==> src/rtl/vvpd_pkg.sv <==
// shared types, constants and helpers for the vehicle video packet deframer
// no dependencies
package vvpd_pkg;

    localparam int unsigned BYTE_W   = 8;
    localparam int unsigned POS_W    = 5;
    localparam int unsigned LEN_W    = 16;
    localparam int unsigned SIM_W    = 48;
    localparam int unsigned TS_W     = 64;

    localparam logic [POS_W-1:0] COMMON_LEN    = 5'd16;
    localparam logic [POS_W-1:0] VIDEO_HDR_LEN = 5'd14;
    localparam logic [POS_W-1:0] AUDIO_HDR_LEN = 5'd10;
    localparam logic [POS_W-1:0] PASS_HDR_LEN  = 5'd2;
    localparam logic [POS_W-1:0] TS_BYTES      = 5'd8;

    localparam logic [POS_W-1:0] POS_PT_MARKER = 5'd5;
    localparam logic [POS_W-1:0] POS_SEQ_HI    = 5'd6;
    localparam logic [POS_W-1:0] POS_SEQ_LO    = 5'd7;
    localparam logic [POS_W-1:0] POS_SIM_FIRST = 5'd8;
    localparam logic [POS_W-1:0] POS_SIM_LAST  = 5'd13;
    localparam logic [POS_W-1:0] POS_CHANNEL   = 5'd14;

    localparam logic [3:0] TYPE_VIDEO_MAX = 4'd2;
    localparam logic [3:0] TYPE_AUDIO     = 4'd3;
    localparam logic [3:0] TYPE_MAX       = 4'd4;

    typedef enum logic [1:0] {
        KIND_HEADER  = 2'd0,
        KIND_PAYLOAD = 2'd1,
        KIND_ERROR   = 2'd2
    } result_kind_t;

    typedef struct packed {
        logic              valid;
        logic [BYTE_W-1:0] data;
    } byte_item_t;

    function automatic logic [POS_W-1:0] type_hdr_len(input logic [3:0] ptype);
        logic [POS_W-1:0] len;
        if (ptype <= TYPE_VIDEO_MAX)
        begin
            len = VIDEO_HDR_LEN;
        end
        else if (ptype == TYPE_AUDIO)
        begin
            len = AUDIO_HDR_LEN;
        end
        else
        begin
            len = PASS_HDR_LEN;
        end
        return len;
    endfunction

endpackage

==> src/rtl/vehicle_video_packet_deframer_top.sv <==
// path: each byte is held in the input register, then its result in the parser result register
// throughput: one byte per cycle, with a result stall held by the input register
// reset: rst_n clears the parser to wait for a common header and empties both registers
// top level of the vehicle video packet deframer
// depends on vvpd_pkg, vvpd_in_reg, vvpd_parser
module vehicle_video_packet_deframer_top (
    input  logic        clk,
    input  logic        rst_n,
    input  logic        in_valid,
    output logic        in_stall,
    input  logic [7:0]  data_byte,
    output logic        out_valid,
    input  logic        out_stall,
    output logic [1:0]  result_kind,
    output logic [15:0] sequence_number,
    output logic [3:0]  packet_type,
    output logic [1:0]  fragment_mark,
    output logic [7:0]  channel_number,
    output logic [6:0]  payload_type,
    output logic        marker_bit,
    output logic [47:0] sim_number,
    output logic [63:0] time_stamp,
    output logic [15:0] data_length,
    output logic [7:0]  payload_byte,
    output logic        last_byte
);
    import vvpd_pkg::*;

    byte_item_t item;
    logic       advance;

    vvpd_in_reg u_in_reg (
        .clk       (clk),
        .rst_n     (rst_n),
        .in_valid  (in_valid),
        .in_stall  (in_stall),
        .data_byte (data_byte),
        .advance   (advance),
        .item      (item)
    );

    vvpd_parser u_parser (
        .clk             (clk),
        .rst_n           (rst_n),
        .item            (item),
        .advance         (advance),
        .out_valid       (out_valid),
        .out_stall       (out_stall),
        .result_kind     (result_kind),
        .sequence_number (sequence_number),
        .packet_type     (packet_type),
        .fragment_mark   (fragment_mark),
        .channel_number  (channel_number),
        .payload_type    (payload_type),
        .marker_bit      (marker_bit),
        .sim_number      (sim_number),
        .time_stamp      (time_stamp),
        .data_length     (data_length),
        .payload_byte    (payload_byte),
        .last_byte       (last_byte)
    );

endmodule

==> src/rtl/vvpd_in_reg.sv <==
// input register for the stream bytes
// depends on vvpd_pkg
module vvpd_in_reg (
    input  logic                      clk,
    input  logic                      rst_n,
    input  logic                      in_valid,
    output logic                      in_stall,
    input  logic [7:0]                data_byte,
    input  logic                      advance,
    output vvpd_pkg::byte_item_t      item
);
    import vvpd_pkg::*;

    logic              valid_reg;
    logic [BYTE_W-1:0] data_reg;

    // held item blocks a new one until the parser takes it
    assign in_stall = valid_reg && !advance;

    always_ff @(posedge clk or negedge rst_n)
    begin
        if (!rst_n)
        begin
            valid_reg <= 1'b0;
        end
        else if (!in_stall)
        begin
            valid_reg <= in_valid;
        end
    end

    always_ff @(posedge clk)
    begin
        if (!in_stall && in_valid)
        begin
            data_reg <= data_byte;
        end
    end

    assign item.valid = valid_reg;
    assign item.data  = data_reg;

endmodule

==> src/rtl/vvpd_parser.sv <==
// packet parser state and result register
// depends on vvpd_pkg
module vvpd_parser (
    input  logic                  clk,
    input  logic                  rst_n,
    input  vvpd_pkg::byte_item_t  item,
    output logic                  advance,
    output logic                  out_valid,
    input  logic                  out_stall,
    output logic [1:0]            result_kind,
    output logic [15:0]           sequence_number,
    output logic [3:0]            packet_type,
    output logic [1:0]            fragment_mark,
    output logic [7:0]            channel_number,
    output logic [6:0]            payload_type,
    output logic                  marker_bit,
    output logic [47:0]           sim_number,
    output logic [63:0]           time_stamp,
    output logic [15:0]           data_length,
    output logic [7:0]            payload_byte,
    output logic                  last_byte
);
    import vvpd_pkg::*;

    typedef enum logic [1:0] {
        PH_COMMON  = 2'd0,
        PH_TYPEHDR = 2'd1,
        PH_PAYLOAD = 2'd2
    } phase_t;

    phase_t            phase_reg, phase_next;
    logic [POS_W-1:0]  pos_reg, pos_next;
    logic [LEN_W-1:0]  rem_reg, rem_next;
    logic [15:0]       seq_reg, seq_next;
    logic [SIM_W-1:0]  sim_reg, sim_next;
    logic [7:0]        chan_reg, chan_next;
    logic [7:0]        tam_reg, tam_next;
    logic [7:0]        ptm_reg, ptm_next;
    logic [TS_W-1:0]   ts_reg, ts_next;

    logic              out_valid_reg;
    result_kind_t      kind_reg;
    logic [15:0]       seq_out_reg;
    logic [7:0]        tam_out_reg;
    logic [7:0]        chan_out_reg;
    logic [7:0]        ptm_out_reg;
    logic [SIM_W-1:0]  sim_out_reg;
    logic [TS_W-1:0]   ts_out_reg;
    logic [LEN_W-1:0]  len_out_reg;
    logic [7:0]        pay_out_reg;
    logic              last_out_reg;

    logic              take;
    logic              emit;
    result_kind_t      kind_c;
    logic [TS_W-1:0]   ts_c;
    logic [LEN_W-1:0]  len_c;
    logic [7:0]        pay_c;
    logic              last_c;
    logic [3:0]        cur_type;
    logic [POS_W-1:0]  hdr_len;
    logic [POS_W-1:0]  pos_inc;
    logic [7:0]        b;

    assign advance  = !out_valid_reg || !out_stall;
    assign take     = item.valid && advance;
    assign b        = item.data;
    assign cur_type = tam_reg[7:4];
    assign hdr_len  = type_hdr_len(cur_type);
    assign pos_inc  = pos_reg + 5'd1;

    always_comb
    begin
        phase_next = phase_reg;
        pos_next   = pos_reg;
        rem_next   = rem_reg;
        seq_next   = seq_reg;
        sim_next   = sim_reg;
        chan_next  = chan_reg;
        tam_next   = tam_reg;
        ptm_next   = ptm_reg;
        ts_next    = ts_reg;
        emit       = 1'b0;
        kind_c     = KIND_HEADER;
        ts_c       = ts_reg;
        len_c      = '0;
        pay_c      = '0;
        last_c     = 1'b0;
        if (take)
        begin
            case (phase_reg)
                PH_TYPEHDR:
                begin
                    if (cur_type <= TYPE_AUDIO && pos_reg < TS_BYTES)
                    begin
                        ts_next = {ts_reg[TS_W-9:0], b};
                    end
                    if (pos_reg >= hdr_len - 5'd2)
                    begin
                        rem_next = {rem_reg[7:0], b};
                    end
                    if (pos_inc >= hdr_len)
                    begin
                        emit     = 1'b1;
                        kind_c   = KIND_HEADER;
                        ts_c     = ts_next;
                        len_c    = rem_next;
                        last_c   = (rem_next == '0);
                        pos_next = '0;
                        phase_next = (rem_next == '0) ? PH_COMMON : PH_PAYLOAD;
                    end
                    else
                    begin
                        pos_next = pos_inc;
                    end
                end
                PH_PAYLOAD:
                begin
                    rem_next = rem_reg - 16'd1;
                    emit     = 1'b1;
                    kind_c   = KIND_PAYLOAD;
                    pay_c    = b;
                    last_c   = (rem_next == '0);
                    if (rem_next == '0)
                    begin
                        phase_next = PH_COMMON;
                        pos_next   = '0;
                    end
                end
                default:
                begin
                    phase_next = PH_COMMON;
                    pos_next   = pos_inc;
                    if (pos_reg == POS_PT_MARKER)
                    begin
                        ptm_next = b;
                    end
                    else if (pos_reg == POS_SEQ_HI || pos_reg == POS_SEQ_LO)
                    begin
                        seq_next = {seq_reg[7:0], b};
                    end
                    else if (pos_reg inside {[POS_SIM_FIRST:POS_SIM_LAST]})
                    begin
                        sim_next = {sim_reg[SIM_W-9:0], b};
                    end
                    else if (pos_reg == POS_CHANNEL)
                    begin
                        chan_next = b;
                    end
                    else if (pos_reg >= COMMON_LEN - 5'd1)
                    begin
                        tam_next = b;
                        pos_next = '0;
                        if (b[7:4] > TYPE_MAX)
                        begin
                            emit   = 1'b1;
                            kind_c = KIND_ERROR;
                            ts_c   = '0;
                            last_c = 1'b1;
                        end
                        else
                        begin
                            phase_next = PH_TYPEHDR;
                            ts_next    = '0;
                            rem_next   = '0;
                        end
                    end
                end
            endcase
        end
    end

    always_ff @(posedge clk or negedge rst_n)
    begin
        if (!rst_n)
        begin
            phase_reg     <= PH_COMMON;
            pos_reg       <= '0;
            rem_reg       <= '0;
            seq_reg       <= '0;
            sim_reg       <= '0;
            chan_reg      <= '0;
            tam_reg       <= '0;
            ptm_reg       <= '0;
            ts_reg        <= '0;
            out_valid_reg <= 1'b0;
        end
        else
        begin
            phase_reg <= phase_next;
            pos_reg   <= pos_next;
            rem_reg   <= rem_next;
            seq_reg   <= seq_next;
            sim_reg   <= sim_next;
            chan_reg  <= chan_next;
            tam_reg   <= tam_next;
            ptm_reg   <= ptm_next;
            ts_reg    <= ts_next;
            if (advance)
            begin
                out_valid_reg <= emit;
            end
        end
    end

    always_ff @(posedge clk)
    begin
        if (advance && emit)
        begin
            kind_reg     <= kind_c;
            seq_out_reg  <= seq_next;
            tam_out_reg  <= tam_next;
            chan_out_reg <= chan_next;
            ptm_out_reg  <= ptm_next;
            sim_out_reg  <= sim_next;
            ts_out_reg   <= ts_c;
            len_out_reg  <= len_c;
            pay_out_reg  <= pay_c;
            last_out_reg <= last_c;
        end
    end

    assign out_valid       = out_valid_reg;
    assign result_kind     = kind_reg;
    assign sequence_number = seq_out_reg;
    assign packet_type     = tam_out_reg[7:4];
    assign fragment_mark   = tam_out_reg[1:0];
    assign channel_number  = chan_out_reg;
    assign payload_type    = ptm_out_reg[6:0];
    assign marker_bit      = ptm_out_reg[7];
    assign sim_number      = sim_out_reg;
    assign time_stamp      = ts_out_reg;
    assign data_length     = len_out_reg;
    assign payload_byte    = pay_out_reg;
    assign last_byte       = last_out_reg;

    a_payload_nonzero: assert property (@(posedge clk) disable iff (!rst_n)
        phase_reg == PH_PAYLOAD |-> rem_reg != '0)
        else $error("payload phase with no bytes remaining");

    a_typehdr_pos: assert property (@(posedge clk) disable iff (!rst_n)
        phase_reg == PH_TYPEHDR |-> pos_reg < VIDEO_HDR_LEN && cur_type <= TYPE_MAX)
        else $error("type header position or type out of range");

    a_common_pos: assert property (@(posedge clk) disable iff (!rst_n)
        phase_reg == PH_COMMON |-> pos_reg < COMMON_LEN)
        else $error("common header position out of range");

    a_error_last: assert property (@(posedge clk) disable iff (!rst_n)
        out_valid_reg && kind_reg == KIND_ERROR |-> last_out_reg && ts_out_reg == '0)
        else $error("error item not marked last");

    a_payload_after_type: assert property (@(posedge clk) disable iff (!rst_n)
        take && phase_reg == PH_PAYLOAD |=> phase_reg == PH_PAYLOAD || phase_reg == PH_COMMON)
        else $error("payload phase left to type header");

endmodule

==> config.mk <==
export PLATFORM = sky130hd
export DESIGN_NAME = vehicle_video_packet_deframer_top
export DESIGN_NICKNAME = d
export VERILOG_FILES = /design/src/rtl/vvpd_pkg.sv /design/src/rtl/vehicle_video_packet_deframer_top.sv /design/src/rtl/vvpd_in_reg.sv /design/src/rtl/vvpd_parser.sv
export SDC_FILE = /design/constraint.sdc
export NUM_CORES = 1
export LEC_CHECK = 0
export ABC_AREA = 1
export BUFFER_PORTS_ARGS = -buffer_cell sky130_fd_sc_hd__buf_2
export CORE_MARGIN = 4
export CORE_UTILIZATION = 35
export DETAILED_ROUTE_END_ITERATION = 12
export SLEW_MARGIN = 25
export SYNTH_ARGS = -nofsm -noshare
export SYNTH_HDL_FRONTEND = slang
export SYNTH_SLANG_ARGS = --single-unit
==> constraint.sdc <==
create_clock -name clk -period 7.9 [get_ports clk]
set_input_delay 0 -clock clk [delete_from_list [all_inputs] [get_ports clk]]
set_output_delay 0 -clock clk [all_outputs]
set_load 0.01 [all_outputs]
== Word-level counts from Yosys, hierarchy flattened ==
Cells that the tools add are included.

* Add/sub/neg operators: 3
* Multiply operators: 0
* Div/mod/pow operators: 0
* $lt $le $gt $ge: 9
* Equal/unequal tests: 19
* Shift operators: 0
* Muxes and demuxes: 90
* Bitwise gates (word level): 1
* Reductions and logical operators: 23

{| class="wikitable"
|+ Operators by type and width
! operator !! count
|-
| 64-bit two-way mux || 15
|-
| 64-bit one-hot mux with 2 select lines || 2
|-
| 48-bit two-way mux || 5
|-
| 16-bit two-way mux || 13
|-
| 8-bit two-way mux || 16
|-
| 5-bit two-way mux || 7
|-
| 16-bit zero test || 2
|-
| 16-bit one-hot mux with 2 select lines || 1
|-
| 2-bit two-way mux || 14
|-
| 16-bit by 1-bit subtractor with 16-bit output, second input constant || 1
|-
| 5-bit by 3-bit equality test with 1-bit output, second input constant || 3
|-
| 3-bit inequality test, second input constant || 5
|-
| 5-bit by 4-bit greater-or-equal comparator with 1-bit output, second input constant || 2
|-
| 1-bit two-way mux || 10
|-
| 2-bit inequality test, second input constant || 5
|-
| 5-bit one-hot mux with 2 select lines || 1
|-
| 4-bit by 2-bit <= comparator with 1-bit output, second input constant || 2
|-
| 4-bit two-way mux || 2
|-
| 2-bit one-hot mux with 2 select lines || 2
|-
| 8-bit AND reduction || 1
|-
| 7-bit AND reduction || 1
|-
| 1-bit logical AND || 6
|-
| 3-bit AND reduction || 2
|-
| 5-bit by 1-bit adder with 5-bit output, second input constant || 1
|-
| other kinds (19) || 26
|}

* Register bits: 364
* Latch bits: 0
* Bits in writable memories: 0
* ROM bits: 0
* Output and inout port bits: 179
* Memories kept: 0

== Longest topological paths before layout ==
* Depth after elaboration: 12
* Gate-level depth with buffers: 19
* Gate-level depth less buffers: 18

== Cells and area by module ==
From an unflattened synthesis, not the netlist that was laid out.

* Cell total of the unflattened synthesis: 1432
* Area, all modules: 15332.2 sq um

{| class="wikitable"
|+ By module, submodules not included
! module !! times used !! cells each !! area an instance (sq um) !! seq. area each (sq um)
|-
| vvpd_parser || 1 || 1416 || 15026.9 || 9669.3
|-
| vvpd_in_reg || 1 || 16 || 305.3 || 265.3
|}

== Worst setup path after synthesis ==
Ideal clock, no wire load.

* Kind: register to register
* Start: register u_parser.pos_reg[1]
* End: register u_parser.chan_out_reg[0], in the netlist u_parser.channel_number[0] (enable)
* Library setup time: 0.530 ns
* Data arrival time: 5.350 ns
* Path slack: 2.020 ns
* Stages on the path, launching flop included: 16
* Clock period less this slack: 5.880 ns
* Path through: dfrtp_1 -> ha_1 -> nand2_1 -> nor2_1 -> ha_1 -> nor2_1 -> o21a_1 -> nor3_2 -> nand2_2 -> inv_2 -> nand3_2 -> nand2_2 -> inv_2 -> buf_6 -> or2_1 -> inv_1

* Word-level cells in the longest chain between the ends: 9
* Elaborated cells on any way between the ends: 20

{| class="wikitable"
|+ Ends and longest elaborated chain
! item !! line !! RTL
|-
| start, declared || vvpd_parser.sv:32 || <nowiki>logic [POS_W-1:0] pos_reg, pos_next;</nowiki>
|-
| start signal, assigned || vvpd_parser.sv:191 || <nowiki>pos_reg <= pos_next;</nowiki>
|-
| branches (longest 6 deep; another with 5-bit by 1-bit adder with 5-bit output) || n/a ||
|-
| 1-bit one-hot mux with 2 select lines (*) || vvpd_parser.sv:91 || <nowiki>case (phase_reg)</nowiki>
|-
| 1-bit two-way mux (*) || vvpd_parser.sv:89 || <nowiki>if (take)</nowiki>
|-
| 1-bit logical AND (*) || vvpd_parser.sv:208 || <nowiki>if (advance && emit)</nowiki>
|-
| end signal, assigned || vvpd_parser.sv:213 || <nowiki>chan_out_reg <= chan_next;</nowiki>
|-
| end, declared || vvpd_parser.sv:45 || <nowiki>logic [7:0] chan_out_reg;</nowiki>
|}

Every way passes the cells marked *.
A chain may end at the register's enable or synchronous reset.

== Final worst setup path ==
* Start: register u_parser.pos_reg[1]
* End: register u_parser.ts_out_reg[59], in the netlist u_parser.time_stamp[59] (enable)

* Word-level cells in the longest chain between the ends: 9
* Elaborated cells on any way between the ends: 20

{| class="wikitable"
|+ Ends and longest elaborated chain
! item !! line !! RTL
|-
| branches (longest 6 deep; another with 5-bit by 1-bit adder with 5-bit output) || n/a ||
|-
| 1-bit one-hot mux with 2 select lines (*) || vvpd_parser.sv:91 ||
|-
| 1-bit two-way mux (*) || vvpd_parser.sv:89 ||
|-
| 1-bit logical AND (*) || vvpd_parser.sv:208 ||
|-
| end signal, assigned || vvpd_parser.sv:216 || <nowiki>ts_out_reg <= ts_c;</nowiki>
|-
| end, declared || vvpd_parser.sv:48 || <nowiki>logic [TS_W-1:0] ts_out_reg;</nowiki>
|}

Marks and branches as above.

==> qor.csv <==
metric,value,unit
Synth Flop Type,edfxtp_1,
Post-DP HPWL,26.8,mm
Yosys warnings,0,
hold_buf cts,13,
first drt pass iteration count,5,
fin crit period,4050,ps
H-tree depth,2,
Worst EP required,8040,ps
max-cap violations,0,
clock sinks,360,
Final Max Slew Viols,0,
PD cells,375,nW/um2
DRT antenna net count,0,
Wirelength per Cell,18.3,um
Avg Vias per Cell,5.09,
Setup CP Type,flip-flop to flip-flop,
Mapped Area,15800,um2
area of the multi-input gates,4960,um2
Final Hold Viols,0,
slowest CP cell,buf_4,
die width,220,um
Worst setup SP type,flip-flop,
gpl congestion,0.886,
die span in y,220,um
Hold Crit Class,primary input to flip-flop,
Port Buffers,190,
Layout Skew,24.4,ps
"Distinct cells, synth",38,
final core occ,42.0,%
post_cts resized,0,
"Arr. time, crit path",4190,ps
largest net degree at the start of global routing,71,
crit end category,flip-flop,
Post-CTS Repair Setup Buffers,0,
Row Count,77,
Final Power,6.98,mW
number of global-route vias before repair,11260,
Post-synth top cells,"nand2_1 (331), edfxtp_1 (185), dfrtp_1 (175)",
P_leak,8.17,nW
Final Cycle Share,51.3,%
Initial DRC Count,1020,
RSZ-0062 raised after global routing,no,
final setup fails,0,
initial antenna violation count,0,
Slew @ Worst Pin,926,ps
setup total negative slack,0,ps
"FFs w/ async S/R, synth",48.6,%
CP Max Fanout,69,
DIE AREA,48500,um2
share of cells above drive strength 1,20.0,%
Mapped Cells,1519,
diode count,0,
mean post-synth cell area,10.4,um2
grt ovf,0,
most frequent cell after synthesis,nand2_1,
Layout Nets,1716,
outcome,completed,
register area share after synthesis,63.1,%
# fillers,4295,
Initial Utilization,35.6,%
total number of vias,11799,
Worst Path Buf+Inv,4,
"flops & latches, synth",360,
first-pass GRT wire length,65.4,mm
cell family with the largest share of critical-path delay,buffers and inverters,
"EDFF count, synth",185,
Syn Nets,1541,
Fmax,0.247,GHz
Residual DRC,0,
Clock Latency Late Sink,540,ps
CTS tree,done,
CP Cell Sequence,ha_1 > nand2_1 > nor2_1 > ha_1 > nor2_1 > o21a_1 > nor3_2 > nand2_2 > inv_2 > nand3_2 > nand2_2 > inv_4 > or2_1 > inv_6 > buf_4,
final wirelength,42.3,mm
Synth top area share,35.3,%
total CTS buffers,38,
clock slew at reported path FFs,70,ps
ranking of synthesized cells by area,"edfxtp_1 (35%), dfrtp_1 (28%), nand2_1 (7.9%), o21ai_0 (5.4%), nand3_1 (5.4%)",
area delta synth->final,18.2,%
slowest cell delay on critical path,810,ps
Clock Tree Buf Depth,3,
Sequential Area,9930,um2
Max-slew headroom,38.3,%
core area,44300,um2
Root Buffer,clkbuf_16,
GRT Total Usage,17.0,%
Top Ports,191,
dominant cell type by area after synthesis,edfxtp_1,
Max VDD drop,175,uV
[where the power goes]
| group | switching [mW] | internal [mW] | total (mW) |
|---|---|---|---|
| sequential | 0.257 | 2.61 | 2.87 |
| combinational | 1.55 | 0.726 | 2.28 |
| clock | 0.743 | 1.09 | 1.84 |
[path summary, 6_finish.rpt]
| check | startpoint | slack (ps) | depth (start not counted) | endpoint |
|---|---|---|---|---|
| min in group asynchronous | rst_n | 460 | 3 | u_parser.pos_reg[2]$_DFFE_PN0P_ |
| worst max register to register | u_parser.pos_reg[1]$_DFFE_PN0P_ | 3850 | 15 | u_parser.time_stamp[59]$_DFFE_PP_ |
| worst min-delay path | data_byte[0] | 180 | 2 | u_in_reg.data_reg[0]$_DFFE_PP_ |
| max in group asynchronous | rst_n | 6330 | 4 | u_parser.sim_reg[46]$_DFF_PN0_ |
| worst min register to register | u_parser.sim_reg[45]$_DFF_PN0_ | 490 | 1 | u_parser.sim_reg[45]$_DFF_PN0_ |
| worst max-delay path | u_parser.pos_reg[1]$_DFFE_PN0P_ | 3850 | 15 | u_parser.time_stamp[59]$_DFFE_PP_ |
[through the flow]
| stage | hold slack, ps | worst slack (ps) | cell area (um2) | std cells |
|---|---|---|---|---|
| global placement | -19.1 | 3620 | 17200 | 2233 |
| finish | 176 | 3850 | 18600 | 2316 |
| CTS | 156 | 3780 | 18600 | 2316 |
| floorplan | -296 | 2020 | 15800 | 1519 |
| global route | 181 | 3540 | 18600 | 2316 |
| detailed placement | -23.8 | 3830 | 17200 | 2233 |
[layer usage]
| metal | share of wire (%) | GRT usage [%] |
|---|---|---|
| met1 | 45 | 24.7 |
| met2 | 46 | 26.5 |
| met3 | 6.9 | 2.91 |
| met4 | 2.3 | 4.77 |
| met5 | 0 | 0 |
[final cells by class]
type	instances	area share [%]
clock buffers	52	5.77
multi-input cells	944	26.6
clock inverters	18	1.20
well taps	592	3.98
flip-flops and latches	360	53.3
repair buffers	215	6.31
inverters	135	2.76
[cells by family after synthesis]
family                   after synthesis  synth area share (%)
AND/OR/NAND/NOR                      613                  16.7
adder cells (fa/ha/maj)               10                 0.794
buffers and inverters                215                  5.63
flip-flops                           360                  63.1
XOR/XNOR                               2                 0.159
AO/OA/AOI/OAI                        273                  10.4
multiplexers                          46                  3.29
[cell usage in the layout (no fill, tap or decap), types with 5 or more instances in the layout]
cell type        n
nand4_1          7
ha_1             9
inv_2           10
clkbuf_16       39
dlygate4sd3_1   12
o21ai_0        171
o211ai_1        57
clkbuf_1         8
inv_1          121
nand3_1        169
o22ai_1         14
edfxtp_1       185
nand2_1        328
nor2_4           7
mux2_2          36
nand2_2          7
dfrtp_1        175
nor3_1           9
nor2_1          78
buf_4           11
a21o_1           6
o21ai_1          8
mux2_1          10
clkbuf_8         5
o211ai_2        10
buf_2          190
clkinv_2         5
No activity file was read; power rests on OpenSTA's default activity.
